## config.mk

```make
export PLATFORM = sky130hd
export DESIGN_NAME = round_robin_pairing_generator
export DESIGN_NICKNAME = d
export VERILOG_FILES = /design/src/sv/rrpg_pkg.sv /design/src/sv/rrpg_ctrl.sv /design/src/sv/rrpg_dp.sv /design/src/sv/round_robin_pairing_generator.sv
export SDC_FILE = /design/constraint.sdc
export NUM_CORES = 1
export LEC_CHECK = 0
export ABC_AREA = 1
export BUFFER_PORTS_ARGS = -buffer_cell sky130_fd_sc_hd__buf_4
export CORE_ASPECT_RATIO = 0.7
export CORE_MARGIN = 2
export CORE_UTILIZATION = 62
export CTS_CLUSTER_SIZE = 20
export DETAILED_ROUTE_END_ITERATION = 8
export PLACE_DENSITY = 0.94
export SYNTH_ARGS = -nofsm -noshare
export SYNTH_HDL_FRONTEND = slang
export SYNTH_SLANG_ARGS = --single-unit
```

## constraint.sdc

```tcl
create_clock -name clk -period 6.56 [get_ports clk]
set_clock_uncertainty 0.15 [all_clocks]
set_input_delay 0.328 -clock clk [delete_from_list [all_inputs] [get_ports clk]]
set_output_delay 0.328 -clock clk [all_outputs]
set_load 0.02 [all_outputs]
```

## src/sv/rrpg_pkg.sv

```systemverilog
package rrpg_pkg;

	localparam int MAX_TEAMS_DEF = 32;

	localparam int TEAM_W  = 7;
	localparam int COUNT_W = 6;
	localparam int ROUND_W = 6;
	localparam int CFG_IDX_W = 2;
	localparam int CFG_DATA_W = 7;

	// register indexes on the config port
	localparam logic [CFG_IDX_W-1:0] REG_TEAM_COUNT   = 2'd0;
	localparam logic [CFG_IDX_W-1:0] REG_FIRST_TEAM   = 2'd1;
	localparam logic [CFG_IDX_W-1:0] REG_DOUBLE_ROUND = 2'd2;

	typedef enum logic [2:0] {
		ST_IDLE,
		ST_SETUP,
		ST_DONE,
		ST_PAIR,
		ST_ADV
	} state_t;

	typedef struct packed {
		logic restart;
		logic idx_clr;
		logic idx_inc;
		logic load_pair;
		logic load_done;
		logic advance;
	} cmd_t;

	typedef struct packed {
		logic no_sched;
		logic skip;
		logic at_end;
		logic out_free;
	} status_t;

endpackage

```

## src/sv/rrpg_ctrl.sv

```systemverilog
module rrpg_ctrl (
	input  logic              clk,
	input  logic              arst_n,
	input  logic              in_valid,
	input  logic              restart,
	output logic              in_ready,
	input  rrpg_pkg::status_t sts,
	output rrpg_pkg::cmd_t    cmd
);

	rrpg_pkg::state_t state_q, state_nxt;

	always_ff @(posedge clk or negedge arst_n) begin
		if (!arst_n) begin
			state_q <= rrpg_pkg::ST_IDLE;
		end else begin
			state_q <= state_nxt;
		end
	end

	always_comb begin
		state_nxt = state_q;
		unique case (state_q)
			rrpg_pkg::ST_IDLE: begin
				if (in_valid) state_nxt = rrpg_pkg::ST_SETUP;
			end
			rrpg_pkg::ST_SETUP: begin
				state_nxt = sts.no_sched ? rrpg_pkg::ST_DONE : rrpg_pkg::ST_PAIR;
			end
			rrpg_pkg::ST_DONE: begin
				if (sts.out_free) state_nxt = rrpg_pkg::ST_IDLE;
			end
			rrpg_pkg::ST_PAIR: begin
				if ((sts.skip || sts.out_free) && sts.at_end) state_nxt = rrpg_pkg::ST_ADV;
			end
			rrpg_pkg::ST_ADV: begin
				state_nxt = rrpg_pkg::ST_IDLE;
			end
			default: state_nxt = rrpg_pkg::ST_IDLE;
		endcase
	end

	always_comb begin
		cmd      = '0;
		in_ready = 1'b0;
		unique case (state_q)
			rrpg_pkg::ST_IDLE: begin
				in_ready    = 1'b1;
				cmd.restart = in_valid && restart;
			end
			rrpg_pkg::ST_SETUP: begin
				cmd.idx_clr = 1'b1;
			end
			rrpg_pkg::ST_DONE: begin
				cmd.load_done = sts.out_free;
			end
			rrpg_pkg::ST_PAIR: begin
				// a bye pair is passed over without touching the output
				cmd.load_pair = !sts.skip && sts.out_free;
				cmd.idx_inc   = sts.skip || sts.out_free;
			end
			rrpg_pkg::ST_ADV: begin
				cmd.advance = 1'b1;
			end
			default: ;
		endcase
	end

endmodule

```

## src/sv/rrpg_dp.sv

```systemverilog
module rrpg_dp #(
	parameter int MAX_TEAMS = rrpg_pkg::MAX_TEAMS_DEF
) (
	input  logic                                clk,
	input  logic                                arst_n,
	input  logic                                cfg_we,
	input  logic [rrpg_pkg::CFG_IDX_W-1:0]      cfg_index,
	input  logic [rrpg_pkg::CFG_DATA_W-1:0]     cfg_data,
	input  rrpg_pkg::cmd_t                      cmd,
	output rrpg_pkg::status_t                   sts,
	input  logic                                out_ready,
	output logic                                out_valid,
	output logic [rrpg_pkg::TEAM_W-1:0]         home_team,
	output logic [rrpg_pkg::TEAM_W-1:0]         away_team,
	output logic [rrpg_pkg::ROUND_W-1:0]        round_index,
	output logic                                last_in_round,
	output logic                                schedule_done
);

	// wide enough for the ring size, which is at most MAX_TEAMS + 1
	localparam int SW = $clog2(MAX_TEAMS + 2);

	logic [rrpg_pkg::COUNT_W-1:0] team_count_q;
	logic [rrpg_pkg::TEAM_W-1:0]  first_team_q;
	logic                         double_round_q;
	logic [SW-1:0]                rnd_q;
	logic                         leg_q;
	logic                         fin_q;
	logic [SW-1:0]                idx_q;

	logic [SW-1:0] n_eff, size, half, size_m1;
	logic          odd;
	logic [SW:0]   da, db;
	logic [SW-1:0] a_off, b_off;
	logic [SW-1:0] bye_pos, bye_pair;
	logic [rrpg_pkg::TEAM_W-1:0] team_a, team_b;
	logic          swap;
	logic [rrpg_pkg::TEAM_W-1:0] rnd_sum;
	logic          is_last;
	logic          out_free;

	always_comb begin
		if ({1'b0, team_count_q} > 7'(MAX_TEAMS)) n_eff = SW'(MAX_TEAMS);
		else n_eff = SW'(team_count_q);
		odd     = n_eff[0];
		size    = n_eff + SW'(odd);
		half    = size >> 1;
		size_m1 = size - SW'(1);
	end

	// ring contents follow from the rotation count: slot k >= 1 holds
	// 1 + ((k - 1 - rnd) mod (size - 1)), slot 0 holds offset 0
	always_comb begin
		da = {1'b0, idx_q} - {1'b0, rnd_q} - (SW+1)'(1);
		if (da[SW]) da = da + {1'b0, size_m1};
		db = {1'b0, size} - (SW+1)'(2) - {1'b0, idx_q} - {1'b0, rnd_q};
		if (db[SW]) db = db + {1'b0, size_m1};
		a_off = (idx_q == '0) ? '0 : da[SW-1:0] + SW'(1);
		b_off = db[SW-1:0] + SW'(1);
		team_a = first_team_q + 7'(a_off);
		team_b = first_team_q + 7'(b_off);
	end

	// the bye (offset size - 1 when the count is odd) sits in slot rnd, or in the
	// last slot on round zero
	always_comb begin
		bye_pos  = (rnd_q == '0) ? size_m1 : rnd_q;
		bye_pair = (bye_pos < half) ? bye_pos : size_m1 - bye_pos;
		is_last  = (idx_q == half - SW'(1)) ||
		           (odd && (bye_pair == half - SW'(1)) && (idx_q == half - SW'(2)));
		swap     = rnd_q[0] ^ leg_q;
		rnd_sum  = 7'(rnd_q) + (leg_q ? 7'(size_m1) : 7'd0);
	end

	assign out_free = !out_valid || out_ready;

	always_comb begin
		sts.no_sched = (n_eff < SW'(2)) || fin_q;
		sts.skip     = odd && (idx_q == bye_pair);
		sts.at_end   = idx_q == half - SW'(1);
		sts.out_free = out_free;
	end

	always_ff @(posedge clk or negedge arst_n) begin
		if (!arst_n) begin
			team_count_q   <= '0;
			first_team_q   <= '0;
			double_round_q <= 1'b1;
			rnd_q          <= '0;
			leg_q          <= 1'b0;
			fin_q          <= 1'b0;
			idx_q          <= '0;
		end else begin
			if (cfg_we) begin
				unique case (cfg_index)
					rrpg_pkg::REG_TEAM_COUNT:   team_count_q   <= cfg_data[rrpg_pkg::COUNT_W-1:0];
					rrpg_pkg::REG_FIRST_TEAM:   first_team_q   <= cfg_data;
					rrpg_pkg::REG_DOUBLE_ROUND: double_round_q <= cfg_data[0];
					default: ;
				endcase
			end
			if (cfg_we || cmd.restart) begin
				rnd_q <= '0;
				leg_q <= 1'b0;
				fin_q <= 1'b0;
			end else if (cmd.advance) begin
				if (rnd_q + SW'(1) >= size_m1) begin
					rnd_q <= '0;
					if (!leg_q && double_round_q) leg_q <= 1'b1;
					else fin_q <= 1'b1;
				end else begin
					rnd_q <= rnd_q + SW'(1);
				end
			end
			if (cmd.idx_clr) idx_q <= '0;
			else if (cmd.idx_inc) idx_q <= idx_q + SW'(1);
		end
	end

	// output register
	always_ff @(posedge clk or negedge arst_n) begin
		if (!arst_n) begin
			out_valid <= 1'b0;
		end else if (cmd.load_pair || cmd.load_done) begin
			out_valid <= 1'b1;
		end else if (out_ready) begin
			out_valid <= 1'b0;
		end
	end

	always_ff @(posedge clk) begin
		if (cmd.load_done) begin
			home_team     <= '0;
			away_team     <= '0;
			round_index   <= '0;
			last_in_round <= 1'b1;
			schedule_done <= 1'b1;
		end else if (cmd.load_pair) begin
			home_team     <= swap ? team_b : team_a;
			away_team     <= swap ? team_a : team_b;
			round_index   <= rnd_sum[rrpg_pkg::ROUND_W-1:0];
			last_in_round <= is_last;
			schedule_done <= 1'b0;
		end
	end

endmodule

```

## src/sv/round_robin_pairing_generator.sv

```systemverilog
// channel | signals                      | payload
// --------+------------------------------+------------------------------------------
// in      | in_valid / in_ready          | restart
// out     | out_valid / out_ready        | home_team away_team round_index
//         |                              | last_in_round schedule_done
// cfg     | cfg_we (no wait)             | cfg_index cfg_data
//
// A request goes through setup, a walk over the pairs of one round and the ring
// advance; the walk loads one pair per cycle into the output register while the
// output is free, and a bye pair still takes its step. A done result skips the walk.
// Reset clears the config registers to team_count 0, first_team 0,
// double_round 1 and starts the schedule at round zero.
// A stalled output holds the pair walk; the next request is taken while the
// last result of the previous one still waits.
module round_robin_pairing_generator #(
	parameter int MAX_TEAMS = rrpg_pkg::MAX_TEAMS_DEF
) (
	input  logic                              clk,
	input  logic                              arst_n,
	input  logic                              cfg_we,
	input  logic [rrpg_pkg::CFG_IDX_W-1:0]    cfg_index,
	input  logic [rrpg_pkg::CFG_DATA_W-1:0]   cfg_data,
	input  logic                              in_valid,
	output logic                              in_ready,
	input  logic                              restart,
	output logic                              out_valid,
	input  logic                              out_ready,
	output logic [rrpg_pkg::TEAM_W-1:0]       home_team,
	output logic [rrpg_pkg::TEAM_W-1:0]       away_team,
	output logic [rrpg_pkg::ROUND_W-1:0]      round_index,
	output logic                              last_in_round,
	output logic                              schedule_done
);

	rrpg_pkg::cmd_t    cmd;
	rrpg_pkg::status_t sts;

	rrpg_ctrl u_ctrl (
		.clk      (clk),
		.arst_n   (arst_n),
		.in_valid (in_valid),
		.restart  (restart),
		.in_ready (in_ready),
		.sts      (sts),
		.cmd      (cmd)
	);

	rrpg_dp #(
		.MAX_TEAMS (MAX_TEAMS)
	) u_dp (
		.clk           (clk),
		.arst_n        (arst_n),
		.cfg_we        (cfg_we),
		.cfg_index     (cfg_index),
		.cfg_data      (cfg_data),
		.cmd           (cmd),
		.sts           (sts),
		.out_ready     (out_ready),
		.out_valid     (out_valid),
		.home_team     (home_team),
		.away_team     (away_team),
		.round_index   (round_index),
		.last_in_round (last_in_round),
		.schedule_done (schedule_done)
	);

endmodule

```

# --- Word level (Yosys, flattened, before mapping) ---
# Index checks and enable logic that the tools add are counted.
totals:
  reg_bits: 54
  input_bits: 15
  out_inout_bits: 24
  elab_cells: 118
op_classes:
  addsub: 19
  magnitude_cmp: 4
  eq_ne: 14
  muxes: 35
  bitwise_logic: 1
  n_reduce_logical: 31
op_table:
  columns: ["cell", "count"]
  rows:
  - ["two-way mux 6 bit", 12]
  - ["adder 6 x 1 -> 6 bit (second input constant)", 4]
  - ["equality test 6 bit", 4]
  - ["adder 6 bit", 3]
  - ["two-way mux 1 bit", 16]
  - ["adder 7 x 6 -> 7 bit", 2]
  - ["two-way mux 7 bit", 2]
  - ["subtractor 7 x 6 -> 7 bit", 2]
  - ["zero test 6 bit", 2]
  - ["case mux 3 bit (4 select lines)", 1]
  - ["nonzero test 2 bit", 5]
  - ["two-way mux 3 bit", 3]
  - ["AND reduction 3 bit", 3]
  - ["logical AND 1 bit", 7]
  - ["subtractor 6 x 2 -> 7 bit (second input constant)", 1]
  - ["subtractor 6 x 6 -> 7 bit", 1]
  - ["subtractor 7 x 1 -> 7 bit (second input constant)", 1]
  - ["adder 6 x 1 -> 6 bit", 1]
  - ["equality test 3 x 2 -> 1 bit (second input constant)", 2]
  - [">= comparator 6 bit", 1]
  - ["greater-than comparator 6 bit (second input constant)", 1]
  - ["logical OR 1 bit", 6]
  - ["less-than comparator 6 x 2 -> 1 bit (second input constant)", 1]
  - ["less-than comparator 6 x 5 -> 1 bit", 1]
  - ["other kinds (16)", 22]

# --- Logic depth before layout (Yosys ltp) ---
# Gate-level depths: netlist of the first run.
depth:
  depth_word: 14
  depth_mapped: 37
  ltp_nobuf: 37

# --- Hierarchy ---
# A second synthesis of the first run with hierarchy kept.
unflattened:
  hier_cells: 775
  hier_area_um2: 5506.5
by_module_without_submodules:
  columns: ["mod", "instances", "cells_each", "area_per_inst_um2", "seq_area_each_um2"]
  rows:
  - ["rrpg_dp", 1, 740, 5277.6, 1167.4]
  - ["rrpg_ctrl", 1, 35, 229.0, 75.1]

# --- Least setup slack after synthesis of the first run ---
# No wires, ideal clock.
synth_timing:
  path_kind: "reg-to-reg"
  start: "register u_dp.team_count_q[4] (netlist bit)"
  end: "register u_dp.away_team[6] (netlist bit)"
  setup_time_ns: 0.114
  t_arrival_ns: 4.946
  t_required_ns: 6.296
  slack_ns: 1.351
  stages_incl_launch_ff: 36
  path_buffers: 0
  period_less_slack_ns: 5.209
  path_cell_list: "dfrtp_1 nor2_1 nand3_1 nand2_1 nand2_1 inv_1 ha_1 nand3_1 nand2_1 inv_1 fa_1 ha_1 nand3_1 and2_1 inv_1 a21oi_1 nor2_1 or3_1 nand2_1 inv_1 o21ai_0 nand2_1 nor2_1 xnor2_1 inv_1 ha_1 a21oi_1 and2_1 inv_1 a21oi_1 nor2_1 nor2_1 xor2_1 nor2_1 o21ai_2 nand2_1"
synth_via:
  elab_chain_cells: 12
  elab_cells_between_ends: 26
  cone_classes: "add/sub: 12; order compare: 2; eq/ne: 1; mux: 8; reduce/logical: 3"
synth_lines:
  columns: ["item", "line_no", "rtl"]
  rows:
  - ["start, declared", "rrpg_dp.sv:23", "logic [rrpg_pkg::COUNT_W-1:0] team_count_q;"]
  - ["start signal, assigned", "rrpg_dp.sv:96", "rrpg_pkg::REG_TEAM_COUNT: team_count_q <= cfg_data[rrpg_pkg::COUNT_W-1:0];"]
  - ["greater-than comparator 6 bit", "rrpg_dp.sv:43", "if ({1'b0, team_count_q} > 7'(MAX_TEAMS)) n_eff = SW'(MAX_TEAMS);"]
  - ["two-way mux 6 bit (*)", "rrpg_dp.sv:43", null]
  - ["branches (longest 10 deep; another with subtractor 6 x 2 -> 7 bit)", null, null]
  - ["end signal, assigned", "rrpg_dp.sv:140", "away_team <= swap ? team_a : team_b;"]
  - ["end, declared", "rrpg_dp.sv:14", "output logic [rrpg_pkg::TEAM_W-1:0] away_team,"]
# Mark *: on every way between the ends.
# A chain may end at the register's enable or synchronous reset.

# --- Worst setup path in the final report of the first run ---
layout_timing:
  start: "register u_dp.team_count_q[4] (netlist bit)"
  end: "register u_dp.away_team[5] (netlist bit)"
# Same word-level chain as after synthesis.

==> results_dict.tcl, run 1 <==
set metrics [dict create \
    rr_endpoint "u_dp.away_team[5]$_SDFFE_PP0P_" \
    hold_class "in -> reg" \
    finalWorstSetupSlack_ps 497.2 \
    clk_pin_slew_ps 80 \
    layout-drive-gt1-share_pct 10.64 \
    grt_pass1_vias 4821 \
    finalCritPeriodShare_pct 92.42 \
    synth_nets 877 \
    drtIter0Drc 774 \
    cpMostUsedCell "inv_1" \
    synth_area_per_cell_sq_um 6.974 \
    grt.busiest_layer "met2" \
    gp_congestion 1.037 \
    synthArstFlopShare_pct 59.26 \
    synth_warnings 0 \
    finalHoldViolCount 0 \
    hpwl_mm 11.52 \
    path_max_fanout 7 \
    drt-total-wl_mm 15.08 \
    use_met3_pct 6.173 \
    firstDrtPassIters 6 \
    synth_cells 788 \
    ant_nets 0 \
    core_area_sq_um 8513 \
    cts_max_level 2 \
    antenna_cells 0 \
    die_y_microns 82.77 \
    fin_crit_ps 6063 \
    io_pins 39 \
    grt_pass1_wl_mm 23.86 \
    use_met1_pct 45.70 \
    hold_slack_ps 95.64 \
    fillCellCount 652 \
    clock_sinks 54 \
    critPathRequiredTime_ps 6650 \
    worstHoldPathCells 2 \
    worstHoldStart "cfg_data[6]" \
    reg2regPathDepth 35 \
    cts_buffers 5 \
    final-max-slew-violation-count 0 \
    hold_path_end "u_dp.first_team_q[6]$_DFFE_PN0P_" \
    cts_setup_buffers 0 \
    ys_seq_elements 54 \
    ys_top_cells_by_area "dfrtp_1, ha_1, nand2_1" \
    design_area_sq_um 6071 \
    max_slew.worst_pin.slew_ps 655.7 \
    rows 28 \
    setup_violations 0 \
    overflow 0 \
    antenna_found_initial 0 \
    final_common_cell "nand2_1" \
    syn_area_sq_um 5495 \
    cts_tree "yes" \
    dr_total_vias 5413 \
    area_delta_synth_final_pct 10.47 \
    synth_edf_count 0 \
    grt_use_met2_pct 50.87 \
    vias_per_cell 5.716 \
    r2r_start "u_dp.team_count_q[4]$_DFFE_PN0P_" \
    start_util_pct 64.55 \
    clockBufferDepth 2 \
    insertion_delay_ps 310 \
    wl_per_cell_microns 15.92 \
    die-area_sq_um 9645 \
    synth_top_cell_area_share_pct 14.12 \
    dp_slack_ps 610.4 \
    groute.usage.overall_pct 32.32 \
    cp_slowest_cell "fa_1" \
    r2r_slack_ps 500 \
    worstSetupStartpointType "register" \
    rsz0062_at_grt "false" \
    cp-end-kind "register" \
    synth_cell_types 45 \
    critical_path_arrival_ps 6160 \
    yosysSeqAreaShare_pct 22.61 \
    outcome "complete, no violations" \
    place_area_sq_um 5889 \
    cts-root-buf "clkbuf_16" \
    fp.dieW_microns 116.5 \
    final_cell_mix "nand2_1, inv_1, nor2_1" \
    tns_ps 0 \
    crit_type "reg -> reg" \
    max-cap-violations 0 \
    num-nets-final 915 \
    drc 0 \
    ys.flop_type "dfrtp_1" \
    grt_max_degree 33 \
    slew_headroom_pct 55.82 \
    slowest_delay_ps 500 \
    max_freq_ghz 0.1649 \
    io_buffers 38 \
    yosys.area.top_type "dfrtp_1" \
]
layout make-up:
type	instances	area [sq um]	share of cell area, %
Tap cell	120	150.1	2.473
Timing Repair Buffer	40	302.8	4.988
Clock inverter	2	18.77	0.3092
Multi-Input combinational cell	603	3746	61.71
Sequential cell	54	1242	20.47
Clock buffer	6	150.1	2.473
Inverter	122	460.4	7.585
state kept, by name, indices dropped and copies added, names as in the netlist, 3 cells and up:
register,cells
u_ctrl.state_q,3
u_dp.away_team,7
u_dp.first_team_q,7
u_dp.home_team,7
u_dp.idx_q,6
u_dp.rnd_q,6
u_dp.round_index,6
u_dp.team_count_q,6
worst max-delay path: cells and delay by family (launching register included):
family / cells / cell delay, ps
flip-flops: 1 / 420
AO/OA/AOI/OAI: 8 / 1230
buffers and inverters: 7 / 620
AND/OR/NAND/NOR: 13 / 1590
XOR/XNOR: 2 / 410
adder cells (fa/ha/maj): 5 / 1570
cell families (layout without fill, tap and decap cells):
family | count (synthesis) | in the layout | synth area share [%]
and+or+nand+nor | 347 | 347 | 28.01
buffers and inverters | 131 | 170 | 9.267
AOI/OAI and AO/OA | 125 | 125 | 12.50
adders and majority gates | 74 | 74 | 18.49
xor gates and xnor gates | 56 | 56 | 8.925
DFF | 54 | 54 | 22.61
muxes | 1 | 1 | 0.2049
synth_stat cells, types with 2 or more instances:
cell type / count
fa_1: 12
inv_2: 5
nand4_1: 4
xor2_1: 46
clkinv_1: 2
buf_6: 2
xnor2_1: 10
nor3_1: 7
o21ai_1: 6
nand2_4: 4
clkbuf_1: 7
a21oi_1: 42
o21ai_2: 8
and2_1: 3
nand3_1: 57
nand2_2: 8
nor2_1: 77
inv_1: 114
dfrtp_1: 31
nand2_1: 167
nand3_2: 3
nor4_1: 3
nand3b_1: 3
o21ai_0: 56
ha_1: 62
a31oi_1: 3
o31ai_1: 3
or2_2: 4
dfxtp_1: 22
o21bai_1: 2
worst max-delay path by stage:
stage / endpoint / from / cells after the start
final: u_dp.away_team[5]$_SDFFE_PP0P_ / u_dp.team_count_q[4]$_DFFE_PN0P_ / 35
after global routing: u_dp.away_team[5]$_SDFFE_PP0P_ / u_dp.team_count_q[4]$_DFFE_PN0P_ / 36
after CTS: u_dp.away_team[5]$_SDFFE_PP0P_ / u_dp.team_count_q[4]$_DFFE_PN0P_ / 35
after detailed placement: u_dp.away_team[5]$_SDFFE_PP0P_ / u_dp.team_count_q[4]$_DFFE_PN0P_ / 35
after global placement: u_dp.away_team[5]$_SDFFE_PP0P_ / u_dp.team_count_q[4]$_DFFE_PN0P_ / 35
after floorplan: u_dp.away_team[6]$_SDFFE_PP0P_ / u_dp.team_count_q[4]$_DFFE_PN0P_ / 35
layer usage:
metal | up-vias | share of wire, % | wire length [microns]
met1 | 2453 | 43 | 6458
met3 | 35 | 12 | 1782
li1 | 2607 | - | -
met4 | 0 | 2.2 | 332
met5 | - | 0 | 0
met2 | 318 | 43 | 6504
metrics by stage:
step / cells / util (%)
6_report: 947 / 71.31
5_1_grt: 947 / 71.31
4_1_cts: 947 / 71.28
3_5_place_dp: 938 / 69.18
3_3_place_gp: 938 / 69.18
2_1_floorplan: 788 / -
what timing repair did:
item,CTS,global route
gates resized for setup,0,3
hold buffers,1,0
hold endpoints to repair,31,0
setup endpoints to repair,0,4
Power of run 1 is left out: the tool's default activity adds up to more than one toggle a clock period on the data nets, which glitch-free logic cannot reach.
==> run 2, diff against run 1 <==
==> constraint.sdc (replaced) <==
create_clock -name clk -period 6.56 [get_ports clk]
set_clock_uncertainty 0.15 [all_clocks]
set_input_delay 0 -clock clk [delete_from_list [all_inputs] [get_ports clk]]
set_output_delay 0 -clock clk [all_outputs]
set_load 0.02 [all_outputs]
==> run 2 against run 1 <==
Design area increased by 2.0%. Die area unchanged. Critical path depth unchanged. Global-route usage increased by 0.85 points. Fmax about the same. Sequential cell count unchanged. Register-to-register slack about the same. Critical endpoint unchanged.
==> results_dict.tcl, run 2 (synthesized netlist as in run 1, its figures left out) <==
set metrics [dict create \
    outcome "complete, no violations" \
    grt_pass1_wl_mm 24.41 \
    cts_max_level 2 \
    insertion_delay_ps 300 \
    rows 28 \
    ant_nets 0 \
    antenna_cells 0 \
    drtIter0Drc 672 \
    clk_pin_slew_ps 80 \
    finalCritPeriodShare_pct 92.42 \
    slew_headroom_pct 59.41 \
    crit_start "u_dp.team_count_q[4]$_DFFE_PN0P_" \
    drt-total-wl_mm 15.40 \
    clockBufferDepth 2 \
    cp_top_family "simple AND/OR/NAND/NOR gates" \
    finalHoldViolCount 0 \
    area_delta_synth_final_pct 12.66 \
    overflow 0 \
    fin_crit_ps 6063 \
    final_cell_mix "nand2_1, inv_1, nor2_1" \
    grt_pass1_vias 4966 \
    num-nets-final 927 \
    fp.dieW_microns 116.5 \
    cp_slowest_cell "fa_1" \
    gp_congestion 1.037 \
    cpMostUsedCell "inv_1" \
    cp_num_buf_inv 7 \
    reg_top3 "u_dp.away_team: 7 flops, u_dp.first_team_q: 7 flops, u_dp.home_team: 7 flops" \
    cts_setup_buffers 0 \
    tns_ps 0 \
    final_common_cell "nand2_1" \
    critical_path_arrival_ps 6150 \
    firstDrtPassIters 8 \
    crit_path_end "u_dp.away_team[5]$_SDFFE_PP0P_" \
    critPathRequiredTime_ps 6650 \
    grt_max_degree 33 \
    groute.usage.overall_pct 33.18 \
    r2r_start "u_dp.team_count_q[4]$_DFFE_PN0P_" \
    dr_total_vias 5492 \
    die_y_microns 82.77 \
    cts_buffers 5 \
    clock_sinks 54 \
    final-max-slew-violation-count 0 \
    r2r_slack_ps 500 \
    vias_per_cell 5.727 \
    antenna_found_initial 0 \
    core_area_sq_um 8513 \
    reg2regPathDepth 35 \
    max_freq_ghz 0.1649 \
    wl_per_cell_microns 16.06 \
    max_slew.worst_pin.slew_ps 602.5 \
    drc 0 \
    cts-root-buf "clkbuf_16" \
    cts_tree "yes" \
    die-area_sq_um 9645 \
    io_buffers 38 \
    rr_endpoint "u_dp.away_team[5]$_SDFFE_PP0P_" \
    layout-drive-gt1-share_pct 10.49 \
    hpwl_mm 11.52 \
    start_util_pct 64.55 \
    hold_class "in -> async" \
    crit_type "reg -> reg" \
    slowest_delay_ps 500 \
    rsz0062_at_grt "false" \
    worstSetupStartpointType "register" \
    path_max_fanout 7 \
    setup_violations 0 \
    cp.depth 35 \
    cp-end-kind "register" \
    io_pins 39 \
    max-cap-violations 0 \
]
## run 2: worst reg2reg max path: cells and delay by family, from the launching register on
kind,cells,cell delay [ps]
buf+inv,7,650
compound gates,8,1240
flops,1,420
xor+xnor,2,410
fa+ha+maj,5,1560
simple gates,13,1570
## run 2: worst min path at each step
stage                       from                            end  slack (ps)  cells after the start
after floorplan           arst_n  u_ctrl.state_q[0]$_DFFE_PN0P_        -450                      0
after global placement    arst_n      u_dp.rnd_q[1]$_DFFE_PN0P_        -190                      1
after detailed placement  arst_n      u_dp.rnd_q[4]$_DFFE_PN0P_        -180                      1
after CTS                 arst_n      u_dp.rnd_q[4]$_DFFE_PN0P_          40                      2
after global routing      arst_n      u_dp.rnd_q[4]$_DFFE_PN0P_          90                      2
final                     arst_n      u_dp.rnd_q[3]$_DFFE_PN0P_          30                      2
## run 2: routing by layer
metal / part of all wire [%] / GRT usage [%] / vias to the layer above
li1: - / - / 2635
met1: 42 / 45.52 / 2469
met2: 43 / 52.21 / 336
met3: 12 / 7.625 / 52
met4: 2.8 / 10.60 / 0
met5: 0 / 0 / -
## run 2: repair_timing
action                                  CTS  global route
hold buffers                             13             0
endpoints found under the setup margin    0             4
hold endpoints to repair                 51             0
resized for setup                         0             3
## run 2: through the flow
step,cells,area [sq um],util (%),hold WS (ps),setup slack [ps]
6_report,959,6191,72.72,27.89,497.1
4_1_cts,959,6188,72.69,40.04,517.3
3_5_place_dp,938,5889,69.18,-184.5,610.4
5_1_grt,959,6191,72.72,87.91,7.542
3_3_place_gp,938,5889,69.18,-186.7,951.5
2_1_floorplan,788,5495,-,-445.6,1351
## run 2: area by class of cell
type / instances / area [sq um]
Timing Repair Buffer: 52 / 422.9
Tap cell: 120 / 150.1
Multi-Input combinational cell: 603 / 3746
Inverter: 122 / 460.4
Fill cell: 626 / 2322
Clock buffer: 6 / 150.1
Sequential cell: 54 / 1242
Clock inverter: 2 / 18.77
Power of run 2 is left out for the same reason.
